===== src/rtl/core/cefp_pkg.sv =====
// Shared constants and types for the cubic extension Frobenius power block.
// No dependencies.
package cefp_pkg;
    localparam int FIELD_BITS = 16;
    localparam int PROD_BITS  = 2 * FIELD_BITS;
    localparam int CNT_BITS   = $clog2(PROD_BITS + 1);

    typedef logic [FIELD_BITS-1:0] fe_t;
    typedef logic [PROD_BITS-1:0]  prod_t;

    // Multiply and reduce operation codes used by the sequencer
    localparam logic [1:0] OP_MUL = 2'd0;
    localparam logic [1:0] OP_RED = 2'd1;

    // Top-level states
    localparam logic [2:0] ST_IDLE = 3'd0;
    localparam logic [2:0] ST_PREP = 3'd1;
    localparam logic [2:0] ST_MUL  = 3'd2;
    localparam logic [2:0] ST_BIT  = 3'd3;
    localparam logic [2:0] ST_OUT  = 3'd4;
endpackage


===== src/rtl/core/cefp_modmul.sv =====
// Bit-serial modular multiply / reduce unit: r = (a * b) mod m, or r = a mod m.
// Uses cefp_pkg. One bit of a per cycle, MSB first (Horner doubling).
module cefp_modmul (
    input  logic            aclk,
    input  logic            aresetn,
    input  logic            start,
    input  logic [1:0]      op,
    input  cefp_pkg::fe_t   a,
    input  cefp_pkg::fe_t   b,
    input  cefp_pkg::fe_t   m,
    output logic            done,
    output cefp_pkg::fe_t   r
);
    import cefp_pkg::*;

    logic [FIELD_BITS-1:0]   a_reg, a_next;
    logic [FIELD_BITS:0]     acc_reg, acc_next;   // stays below m
    logic [FIELD_BITS-1:0]   b_reg, b_next;
    logic [CNT_BITS-1:0]     cnt_reg, cnt_next;
    logic                    run_reg, run_next;
    logic                    done_reg, done_next;
    logic [FIELD_BITS+1:0]   dbl, t1, t2;

    always_comb begin
        a_next    = a_reg;
        acc_next  = acc_reg;
        b_next    = b_reg;
        cnt_next  = cnt_reg;
        run_next  = run_reg;
        done_next = 1'b0;
        dbl = {acc_reg, 1'b0};
        t1  = (dbl >= {2'b00, m}) ? dbl - {2'b00, m} : dbl;
        // acc = 2*acc + bit*b, each step kept below m when b < m (b is not reduced here)
        t2  = t1 + (a_reg[FIELD_BITS-1] ? {2'b00, b_reg} : '0);
        if (t2 >= {2'b00, m}) t2 = t2 - {2'b00, m};
        if (start) begin
            a_next   = a;
            b_next   = (op == OP_RED) ? fe_t'(1) : b;
            acc_next = '0;
            cnt_next = CNT_BITS'(FIELD_BITS);
            run_next = 1'b1;
        end else if (run_reg) begin
            acc_next = t2[FIELD_BITS:0];
            a_next   = {a_reg[FIELD_BITS-2:0], 1'b0};
            cnt_next = cnt_reg - 1'b1;
            if (cnt_reg == CNT_BITS'(1)) begin
                run_next  = 1'b0;
                done_next = 1'b1;
            end
        end
    end

    always_ff @(posedge aclk) begin
        if (!aresetn) begin
            run_reg  <= 1'b0;
            done_reg <= 1'b0;
            cnt_reg  <= '0;
        end else begin
            run_reg  <= run_next;
            done_reg <= done_next;
            cnt_reg  <= cnt_next;
        end
        a_reg   <= a_next;
        b_reg   <= b_next;
        acc_reg <= acc_next;
    end

    assign done = done_reg;
    assign r    = acc_reg[FIELD_BITS-1:0];
endmodule


===== src/rtl/core/cubic_extension_frobenius_power.sv =====
// Frobenius power X^p in F_p[X]/(X^3 + sX - n), top level.
// Uses cefp_pkg and cefp_modmul.
//
// Input channel s_axis: tdata = {n_coef, s_coef}. Result channel m_axis:
// tdata = {coef2, coef1, coef0}, 48 bits. One result per input transaction.
// cfg_we/cfg_wdata write the modulus p (reset 5); write only while idle.
//
// One item is processed at a time. Work is done on one shared bit-serial
// modular multiplier. Each ring product is 9 partial products plus 4
// reduction products (13 operations). With L the bit length of p and w its
// count of one bits, a transaction from input acceptance to m_axis_tvalid
// takes two reductions (s and n mod p) and L+w ring products, with one pass
// through ST_BIT per exponent bit plus one to finish. A modulus below two
// gives an all-zero result in the cycle after acceptance.
// The result is held in an output register; s_axis_tready stays low until the
// receiver takes it, so a stalled receiver stalls the block.
// Reset (aresetn low, synchronous) returns to idle with p = 5.
module cubic_extension_frobenius_power (
    input  logic        aclk,
    input  logic        aresetn,
    input  logic        cfg_we,
    input  logic [15:0] cfg_wdata,
    input  logic        s_axis_tvalid,
    output logic        s_axis_tready,
    input  logic [31:0] s_axis_tdata,   // [15:0] s_coef, [31:16] n_coef
    output logic        m_axis_tvalid,
    input  logic        m_axis_tready,
    output logic [47:0] m_axis_tdata   // [15:0] coef0, [31:16] coef1, [47:32] coef2
);
    import cefp_pkg::*;

    fe_t        mod_reg;
    logic [2:0] st_reg, st_next;
    fe_t        s_reg, n_reg;
    fe_t        acc_reg [3];
    fe_t        base_reg [3];
    fe_t        c_reg [5];
    fe_t        exp_reg;
    logic       phase_reg;         // 0: accum*base, 1: base*base
    logic [3:0] step_reg;          // sequence index in a ring product
    logic       busy_mm;           // operation issued, waiting
    logic       out_v_reg;
    fe_t        out_reg [3];

    logic       mm_start, mm_done;
    logic [1:0] mm_op;
    fe_t        mm_a, mm_b, mm_r;
    fe_t        opa [3];
    fe_t        opb [3];
    fe_t        sum, dif;
    logic [FIELD_BITS:0] sw, dw;

    cefp_modmul u_mm (
        .aclk(aclk), .aresetn(aresetn), .start(mm_start), .op(mm_op),
        .a(mm_a), .b(mm_b), .m(mod_reg), .done(mm_done), .r(mm_r)
    );

    // operands of the current ring product
    always_comb begin
        for (int i = 0; i < 3; i++) begin
            opa[i] = phase_reg ? base_reg[i] : acc_reg[i];
            opb[i] = base_reg[i];
        end
    end

    // schedule: steps 0..8 products a[i]*b[j]; 9: c4*n; 10: c4*s; 11: c3*n; 12: c3*s
    logic [2:0] tgt;
    logic       tsub;
    always_comb begin
        mm_op = OP_MUL;
        mm_a  = '0;
        mm_b  = '0;
        tgt   = '0;
        tsub  = 1'b0;
        unique case (step_reg)
            4'd0:  begin mm_a = opa[0]; mm_b = opb[0]; tgt = 3'd0; end
            4'd1:  begin mm_a = opa[0]; mm_b = opb[1]; tgt = 3'd1; end
            4'd2:  begin mm_a = opa[0]; mm_b = opb[2]; tgt = 3'd2; end
            4'd3:  begin mm_a = opa[1]; mm_b = opb[0]; tgt = 3'd1; end
            4'd4:  begin mm_a = opa[1]; mm_b = opb[1]; tgt = 3'd2; end
            4'd5:  begin mm_a = opa[1]; mm_b = opb[2]; tgt = 3'd3; end
            4'd6:  begin mm_a = opa[2]; mm_b = opb[0]; tgt = 3'd2; end
            4'd7:  begin mm_a = opa[2]; mm_b = opb[1]; tgt = 3'd3; end
            4'd8:  begin mm_a = opa[2]; mm_b = opb[2]; tgt = 3'd4; end
            4'd9:  begin mm_a = c_reg[4]; mm_b = n_reg; tgt = 3'd1; end
            4'd10: begin mm_a = c_reg[4]; mm_b = s_reg; tgt = 3'd2; tsub = 1'b1; end
            4'd11: begin mm_a = c_reg[3]; mm_b = n_reg; tgt = 3'd0; end
            4'd12: begin mm_a = c_reg[3]; mm_b = s_reg; tgt = 3'd1; tsub = 1'b1; end
            default: ;
        endcase
        if (st_reg == ST_PREP) begin
            mm_op = OP_RED;
            mm_a  = step_reg[0] ? n_reg : s_reg;
            mm_b  = '0;
        end
    end

    assign mm_start = !busy_mm && (st_reg == ST_PREP || st_reg == ST_MUL);

    always_comb begin
        sw  = {1'b0, c_reg[tgt]} + {1'b0, mm_r};
        sum = (sw >= {1'b0, mod_reg}) ? fe_t'(sw - {1'b0, mod_reg}) : sw[FIELD_BITS-1:0];
        dw  = {1'b0, c_reg[tgt]} + {1'b0, mod_reg} - {1'b0, mm_r};
        dif = (dw >= {1'b0, mod_reg}) ? fe_t'(dw - {1'b0, mod_reg}) : dw[FIELD_BITS-1:0];
    end

    assign s_axis_tready = (st_reg == ST_IDLE) && !out_v_reg;
    assign m_axis_tvalid = out_v_reg;
    assign m_axis_tdata  = {out_reg[2], out_reg[1], out_reg[0]};

    always_comb begin
        st_next = st_reg;
    end

    always_ff @(posedge aclk) begin
        if (!aresetn) begin
            mod_reg   <= fe_t'(5);
            st_reg    <= ST_IDLE;
            out_v_reg <= 1'b0;
            busy_mm   <= 1'b0;
            step_reg  <= '0;
            phase_reg <= 1'b0;
        end else begin
            if (cfg_we) mod_reg <= cfg_wdata;
            if (m_axis_tvalid && m_axis_tready) out_v_reg <= 1'b0;
            if (mm_start) busy_mm <= 1'b1;
            unique case (st_reg)
                ST_IDLE: begin
                    if (s_axis_tvalid && s_axis_tready) begin
                        s_reg <= s_axis_tdata[15:0];
                        n_reg <= s_axis_tdata[31:16];
                        step_reg <= '0;
                        if (mod_reg < fe_t'(2)) begin
                            for (int i = 0; i < 3; i++) out_reg[i] <= '0;
                            out_v_reg <= 1'b1;
                        end else begin
                            st_reg <= ST_PREP;
                        end
                    end
                end
                ST_PREP: begin
                    if (mm_done) begin
                        busy_mm <= 1'b0;
                        if (step_reg[0]) begin
                            n_reg <= mm_r;
                            acc_reg[0] <= fe_t'(1); acc_reg[1] <= '0; acc_reg[2] <= '0;
                            base_reg[0] <= '0; base_reg[1] <= fe_t'(1); base_reg[2] <= '0;
                            exp_reg <= mod_reg;
                            st_reg <= ST_BIT;
                        end else begin
                            s_reg <= mm_r;
                        end
                        step_reg <= step_reg[0] ? 4'd0 : 4'd1;
                    end
                end
                ST_BIT: begin
                    for (int i = 0; i < 5; i++) c_reg[i] <= '0;
                    step_reg <= '0;
                    if (exp_reg == '0) begin
                        out_reg[0] <= acc_reg[0];
                        out_reg[1] <= acc_reg[1];
                        out_reg[2] <= acc_reg[2];
                        out_v_reg <= 1'b1;
                        st_reg <= ST_IDLE;
                    end else begin
                        phase_reg <= !exp_reg[0];
                        st_reg <= ST_MUL;
                    end
                end
                ST_MUL: begin
                    if (mm_done) begin
                        busy_mm <= 1'b0;
                        if (step_reg == 4'd12) begin
                            step_reg <= '0;
                            for (int i = 0; i < 5; i++) c_reg[i] <= '0;
                            for (int i = 0; i < 3; i++) begin
                                if (phase_reg) base_reg[i] <= (i == 1) ? dif : c_reg[i];
                                else           acc_reg[i]  <= (i == 1) ? dif : c_reg[i];
                            end
                            if (phase_reg) begin
                                exp_reg <= exp_reg >> 1;
                                st_reg  <= ST_BIT;
                            end else begin
                                phase_reg <= 1'b1;
                            end
                        end else begin
                            c_reg[tgt] <= tsub ? dif : sum;
                            step_reg <= step_reg + 4'd1;
                        end
                    end
                end
                default: st_reg <= st_next;
            endcase
        end
    end
endmodule


===== config.mk =====
export PLATFORM = sky130hd
export DESIGN_NAME = cubic_extension_frobenius_power
export DESIGN_NICKNAME = d
export VERILOG_FILES = /design/src/rtl/core/cefp_pkg.sv /design/src/rtl/core/cefp_modmul.sv /design/src/rtl/core/cubic_extension_frobenius_power.sv
export SDC_FILE = /design/constraint.sdc
export NUM_CORES = 1
export LEC_CHECK = 0
export BUFFER_PORTS_ARGS = -buffer_cell sky130_fd_sc_hd__buf_2
export CORE_MARGIN = 2
export CORE_UTILIZATION = 33
export CTS_CLUSTER_DIAMETER = 40
export DETAILED_ROUTE_END_ITERATION = 12
export GPL_ROUTABILITY_DRIVEN = 0
export PLACE_DENSITY = 0.46
export SYNTH_ARGS = -nofsm -noshare
export SYNTH_HDL_FRONTEND = slang
export SYNTH_HIERARCHICAL = 1
export SYNTH_SLANG_ARGS = --single-unit

===== constraint.sdc =====
create_clock -name aclk -period 8 [get_ports aclk]
set_input_delay 0 -clock aclk [delete_from_list [all_inputs] [get_ports aclk]]
set_output_delay 0 -clock aclk [all_outputs]
set_load 0.02 [all_outputs]

==> summary.txt, run 1 <==
Drt
  – Via count: 21362
  – WL final: 98.6 mm
  – Residual DRC: 0
  – Remaining antenna violation count: 0
  – First-pass iteration count of the detailed router: 6
  – Drt wl/cell: 25.7 um
  – 1st-iter DRT viols: 2549
  – Vias per cell: 5.58

Run status
  – Status: completed

Min path
  – Hold crit path type: in -> reg

Setup path
  – CP arrival: 7950 ps
  – Worst Setup Path Type: reg -> reg
  – Crit. End Element: flip-flop
  – Crit-path max cell delay: 720 ps
  – Type of origin of the critical path: flip-flop
  – Critical path's top delay family: compound AO/OA/AOI/OAI gates
  – Buffer and inverter count on the worst path: 2
  – Most frequent CP cell: ha_1
  – CP required: 8430 ps
  – Cells along the critical path: inv_1, ha_1, nor2_1, o21ai_0, o21a_1, a21oi_1, or4_1, fa_1, ha_1, a211oi_2, o21bai_2, o221a_2, a21oi_1, xnor2_1, ha_1, a21o_1, a31oi_1, o21ai_0, and4_1, o21ai_1, and3_1, buf_4, mux2_4, nor3_2
  – CP max-delay cell: o21a_1
  – CP max FO: 14

Timing
  – Max-slew headroom: 0.151
  – Final Setup Violations: 0
  – Slew at the pin closest to its max-slew limit: 1270 ps
  – Fmax: 133 MHz
  – Fin crit share: 0.939
  – Worst Slack Setup Final: 485 ps
  – Period minus WS final: 7520 ps
  – Final hold vios: 0
  – Worst Skew: 60.5 ps
  – Setup_tns: 0 ps
  – Fin. max-slew vios: 0
  – RSZ-0062 raised after global routing: false

Yosys
  – Yosys cell types: 99
  – Post-synthesis sequential element count: 402
  – Largest cells by area after synthesis: edfxtp_1, ha_1, a21oi_1, dfxtp_1, nand2_1
  – Most numerous cell in the Yosys netlist: edfxtp_1
  – Synth Area in Adders: 0.0775
  – Synth top cells by count: edfxtp_1, nand2_1, a21oi_1
  – Post-synth top area share: 0.416
  – Synth Area in Compound Gates: 0.171
  – Mux contribution to synthesized area: 0.0513
  – Sequential share of the synthesized area: 0.456
  – Post-Syn Nets: 2734
  – Largest family of logic cells by synthesized area: compound AO/OA/AOI/OAI gates
  – Leading area contributor after synthesis: edfxtp_1
  – Synth async-reset ratio: 0
  – Synth Area in XOR/XNOR: 0.0334
  – Synthesized area: 0.0254 mm2
  – Post-synth top flop: edfxtp_1
  – Simple-gate share of the synthesized area: 0.163
  – Synth warn: 6
  – Avg Inst Size Synth: 10.0 um2
  – Post-synth EDFFs: 352
  – Cells after Synth: 2537

Finish
  – Final core utilization: 0.401
  – Area grow syn2layout: 20.3%
  – Fillcell total: 7452
  – Fraction of layout cells with a size suffix above 1: 0.164
  – Layout Nets: 2937
  – Ant diodes: 0
  – Flip-flop count of the largest register after layout: 128

Clock network
  – Clock sink count: 402
  – Clock tree buffer depth: 3
  – Register clock-pin slew on the reported worst setup and hold paths: 50 ps
  – Skew-Pair Late Insertion Delay: 630 ps
  – CTS root buf: clkbuf_16
  – CTS tree: built
  – H-tree depth: 3
  – CTS Buf Count: 74

Floorplanning
  – # IOs: 103
  – Die outline area: 0.0792 mm2
  – Num rows: 101
  – CORE AREA: 0.0761 mm2
  – Die X: 281 um
  – Initial Util: 0.334
  – Die height: 281 um

Place
  – Port Buffers: 102
  – Pre-CTS setup slack: 438 ps
  – HPWL after DPL: 72.3 mm

Pwr
  – Worst VDD drop: 0.373 mV
  – Leakage: 12.1 nW
  – PwrDens: 513 mW/mm2

Global route
  – Largest net degree at the start of global routing: 75
  – GRT Util Overall: 0.246
  – Vias in the first global route: 20644
  – Initial antenna violation count: 1
  – First-pass GRT wire length: 142 mm
  – Global route total overflow: 0

Flow run
  – Total of max-cap violations: 0
power breakdown:
part / switching, mW / internal, mW / leakage, nW
sequential: 0.158 / 2.61 / 4.00
combinational: 6.22 / 3.60 / 6.86
clock: 1.17 / 1.92 / 1.21
timing repair:
item                                    in CTS  in global routing
endpoints found under the setup margin       0                 22
endpoints found under the hold margin       51                  0
hold buffers                                68                  0
gates resized for setup                      0                  3
setup buffers                                0                  0
cell families (layout without fill, tap and decap cells):
group           after synthesis  after routing
buf+inv                     292            555
compound gates              659            659
other cells                   1              1
simple gates                821            821
mux                         122            122
flops                       402            402
xor+xnor                     96             96
fa+ha+maj                   144            144
cells in the final DEF (no fill, tap or decap), types with 75 or more instances in the layout:
master	count
o21ai_0	124
ha_1	121
nand2_1	243
buf_2	102
mux2i_1	79
buf_4	104
nor2_1	162
and3_1	100
a21oi_1	220
clkbuf_16	75
edfxtp_1	352
inv_1	142
final cells by class:
type                    count  area (um2)  area share
clock inverters            55         537      0.0176
repair buffers            274        1970      0.0646
multi-input cells        1843       12700       0.416
clock buffers              81        1920      0.0629
well taps                1030        1290      0.0422
inverters                 145         544      0.0178
flip-flops and latches    402       11600       0.379
metal layers:
metal | global-route usage | vias to the layer above | share of wire
met3 | 0.0417 | 147 | 0.075
met4 | 0.0794 | 0 | 0.030
met2 | 0.388 | 923 | 0.45
li1 | - | 9765 | -
met1 | 0.344 | 10527 | 0.45
met5 | 0 | - | 0
path summary, 6_finish.rpt:
path	startpoint	endpoint	slack, ps	cells past startpoint
worst min-delay path	aresetn	mod_reg[8]	20	2
worst min register to register	u_mm/cnt_reg[1]	u_mm/cnt_reg[1]	510	2
worst max register to register	step_reg[0]	c_reg[0][3]	480	24
worst max-delay path	step_reg[0]	c_reg[0][3]	480	24
worst reg2reg max path, delay by kind of cell (launching register included):
family	cells	cell delay (ps)
flops	1	350
compound gates	11	2870
fa+ha+maj	4	1660
simple gates	5	1550
buf+inv	2	330
mux	1	370
xor+xnor	1	240
stage by stage:
stage / cells / total power [mW] / hold WS (ps) / instance area (um2)
6_report: 3830 / 15.7 / 21.9 / 30500
5_1_grt: 3830 / 16.6 / 54.2 / 30500
4_1_cts: 3830 / 15.5 / 5.83 / 30500
3_5_place_dp: 3626 / 12.3 / 255 / 27400
3_3_place_gp: 3626 / 12.2 / 250 / 27400
2_1_floorplan: 2537 / 9.14 / 117 / 25400
Note: power is estimated with default switching activity, not from simulation.
==> run 2, diff against run 1 <==
--- a/config.mk
+++ b/config.mk
@@ -10,9 +10,9 @@
 export CORE_UTILIZATION = 33
 export CTS_CLUSTER_DIAMETER = 40
 export DETAILED_ROUTE_END_ITERATION = 12
-export GPL_ROUTABILITY_DRIVEN = 0
 export PLACE_DENSITY = 0.46
 export SYNTH_ARGS = -nofsm -noshare
 export SYNTH_HDL_FRONTEND = slang
 export SYNTH_HIERARCHICAL = 1
 export SYNTH_SLANG_ARGS = --single-unit
+export TNS_END_PERCENT = 10
==> constraint.sdc (replaced) <==
create_clock -name aclk -period 7.25 [get_ports aclk]
set_input_delay 0 -clock aclk [delete_from_list [all_inputs] [get_ports aclk]]
set_output_delay 0 -clock aclk [all_outputs]
set_load 0.02 [all_outputs]
==> summary.txt, run 2 (synthesized netlist as in run 1, its figures left out) <==
Drt
  – Vias per cell: 5.47 (-2.0%)
  – First-pass iteration count of the detailed router: 7 (+1)
  – Via count: 21726 (+1.7%)
  – WL final: 99.4 mm (+0.84%)
  – Remaining antenna violation count: 0 (unchanged)
  – Drt wl/cell: 25.0 um (-2.8%)
  – 1st-iter DRT viols: 2315 (-9.2%)
  – Residual DRC: 0 (unchanged)

Setup path
  – CP arrival: 7320 ps (-630 ps)
  – Crit. End Element: flip-flop
  – Worst Setup Path Type: reg -> reg
  – CP required: 7770 ps (-660 ps)
  – R2R Setup Slk: 440 ps (-40 ps)
  – Worst Reg2Reg Path Length in Cells: 26 (+8.3%)
  – Type of origin of the critical path: flip-flop
  – R2r endpoint: u_mm/acc_reg[16]
  – Reg-to-reg startpoint: mod_reg[10]
  – CP max FO: 15 (+1)

Floorplanning
  – Num rows: 101 (unchanged)
  – Die height: 281 um (unchanged)
  – Die outline area: 0.0792 mm2 (unchanged)
  – Die X: 281 um (unchanged)
  – CORE AREA: 0.0761 mm2 (unchanged)
  – # IOs: 103 (unchanged)
  – Initial Util: 0.334 (unchanged)

Finish
  – Most frequent cells in the layout: edfxtp_1, nand2_1, buf_4
  – Area grow syn2layout: 25.8%
  – Area of the multi-input gates: 0.0128 mm2 (+0.65%)
  – Final instance area: 0.0319 mm2 (+4.6%)
  – Fraction of layout cells with a size suffix above 1: 0.207 (+0.0430)
  – Commonest non-fill, non-tap cell in the layout: edfxtp_1
  – Register Area: 0.0116 mm2 (about the same)
  – Fillcell total: 7461 (+0.12%)
  – Layout Nets: 3079 (+4.8%)
  – Flip-flop count of the largest register after layout: 128 (unchanged)
  – Final core utilization: 0.420 (+0.0185)

Global route
  – First-pass GRT wire length: 144 mm (+1.2%)
  – Most crowded layer after global routing: met2
  – Grt met1 use: 0.355 (+0.0110)
  – Vias in the first global route: 21040 (+1.9%)
  – GRT Util Overall: 0.248 (+0.00178)
  – Largest net degree at the start of global routing: 56 (-25%)
  – Global route total overflow: 0 (unchanged)
  – Met3 usage in global routing: 0.0333 (-0.00837)
  – Initial antenna violation count: 6 (+5)
  – Met2 GRT Util: 0.393 (+0.00486)

Place
  – RePlAce Congestion: 0.887
  – HPWL after DPL: 73.9 mm (+2.1%)
  – DP Area: 0.0286 mm2 (+4.3%)
  – Pre-CTS setup slack: -50.7 ps (-488 ps)
  – Port Buffers: 102 (unchanged)

Timing
  – Setup_tns: 0 ps (unchanged)
  – Max-slew headroom: 0.205 (+0.0544)
  – Fin crit share: 0.939 (about the same)
  – Period minus WS final: 6810 ps (-709 ps)
  – Worst Skew: 55.0 ps (-5.45 ps)
  – Slew at the pin closest to its max-slew limit: 1190 ps (-82.8 ps)
  – Fmax: 147 MHz (+10%)
  – Fin. max-slew vios: 0 (unchanged)
  – Worst Slack Setup Final: 443 ps (-41.5 ps)
  – RSZ-0062 raised after global routing: false
  – Worst Hold Slack: 19.0 ps (-2.96 ps)
  – Final Setup Violations: 0 (unchanged)
  – Final hold vios: 0 (unchanged)

Min path
  – Hold Crit Endpoint: phase_reg
  – Hold crit path type: in -> reg
  – HP Start: aresetn
  – Hold path depth: 2 (unchanged)

Clock network
  – H-tree depth: 3 (unchanged)
  – CTS root buf: clkbuf_16
  – Register clock-pin slew on the reported worst setup and hold paths: 50 ps (about the same)
  – CTS tree: built
  – Clock tree buffer depth: 3 (unchanged)
  – CTS Buf Count: 74 (unchanged)
  – Clock sink count: 402 (unchanged)
  – Skew-Pair Late Insertion Delay: 630 ps (about the same)

Pwr
  – Worst VDD drop: 0.458 mV (+23%)
  – PwrDens: 599 mW/mm2 (+17%)
  – Leakage: 12.8 nW (+6.3%)

Flow run
  – Total of max-cap violations: 0 (unchanged)

Run status
  – Status: completed
run 2: cell count changes in the layout (fill, tap and decap cells not counted), sizes merged:
cell,previous run,this run
clkinvlp,5,12
bufinv,5,4
buf,206,339
dlygate4sd3,68,77
clkbuf,81,79
inv,154,162
clkinv,36,25
diode,0,1
run 2: report_power, final:
group / total [mW] / internal, mW / switching [mW]
logic: 12.7 / 5.23 / 7.45
clock network: 3.47 / 2.09 / 1.38
registers: 2.99 / 2.88 / 0.103
run 2: area by class of cell:
type                    instances  share of cell area
multi-input cells            1843               0.400
clock buffers                  79              0.0589
well taps                    1030              0.0403
inverters                     145              0.0170
repair buffers                416               0.102
flip-flops and latches        402               0.362
clock inverters                58              0.0194
diodes                          1           0.0000783
run 2: metal layers:
metal	wire length, um	vias up	part of all wire
met2	45100	847	0.45
met1	45000	10695	0.45
met4	2480	0	0.025
li1	-	10063	-
met3	6840	121	0.069
met5	0	-	0
run 2: worst max-delay path, stage by stage, from the launching register on:
cell and delay [ps]:
dfxtp_1 380, inv_1 140, ha_2 420, and4_1 260, nand4_1 160, or3_1 420, a31o_2 310, nand2_4 160
mux2_2 390, fa_1 440, a21o_1 210, a21oi_2 220, o21ai_1 150, a31o_2 270, a21oi_1 160, xnor2_1 150
ha_1 410, nand3_1 140, nor3_1 300, and2_1 190, a221oi_2 80, o21ai_1 310, a21oi_2 110, o211a_4 200
buf_4 170, or3_1 330, a221oi_2 200
run 2: how the worst max path moves through the flow:
stage / from / end / slack, ps / cells after the start
2_1_floorplan: step_reg[0] / c_reg[5][1] / 60 / 30
3_3_place_gp: step_reg[0] / c_reg[0][0] / 200 / 26
3_5_place_dp: mod_reg[9] / u_mm/acc_reg[5] / -50 / 24
4_1_cts: mod_reg[9] / u_mm/acc_reg[2] / 30 / 25
5_1_grt: step_reg[0] / c_reg[6][14] / 9 / 28
6_report: mod_reg[10] / u_mm/acc_reg[16] / 440 / 26
run 2: timing repair:
item,CTS,global route
buffers inserted,0,0
hold buffers,77,0
setup endpoints to repair,12,67
pin swaps,0,2
resized for setup,2,23
endpoints found under the hold margin,51,0
run 2: stage by stage:
step / instances / total power [mW]
after CTS: 3973 / 18.9
after global routing: 3973 / 20.2
after detailed placement: 3759 / 15.3
after floorplan: 2537 / 10.1
final: 3974 / 19.1
after global placement: 3759 / 15.3
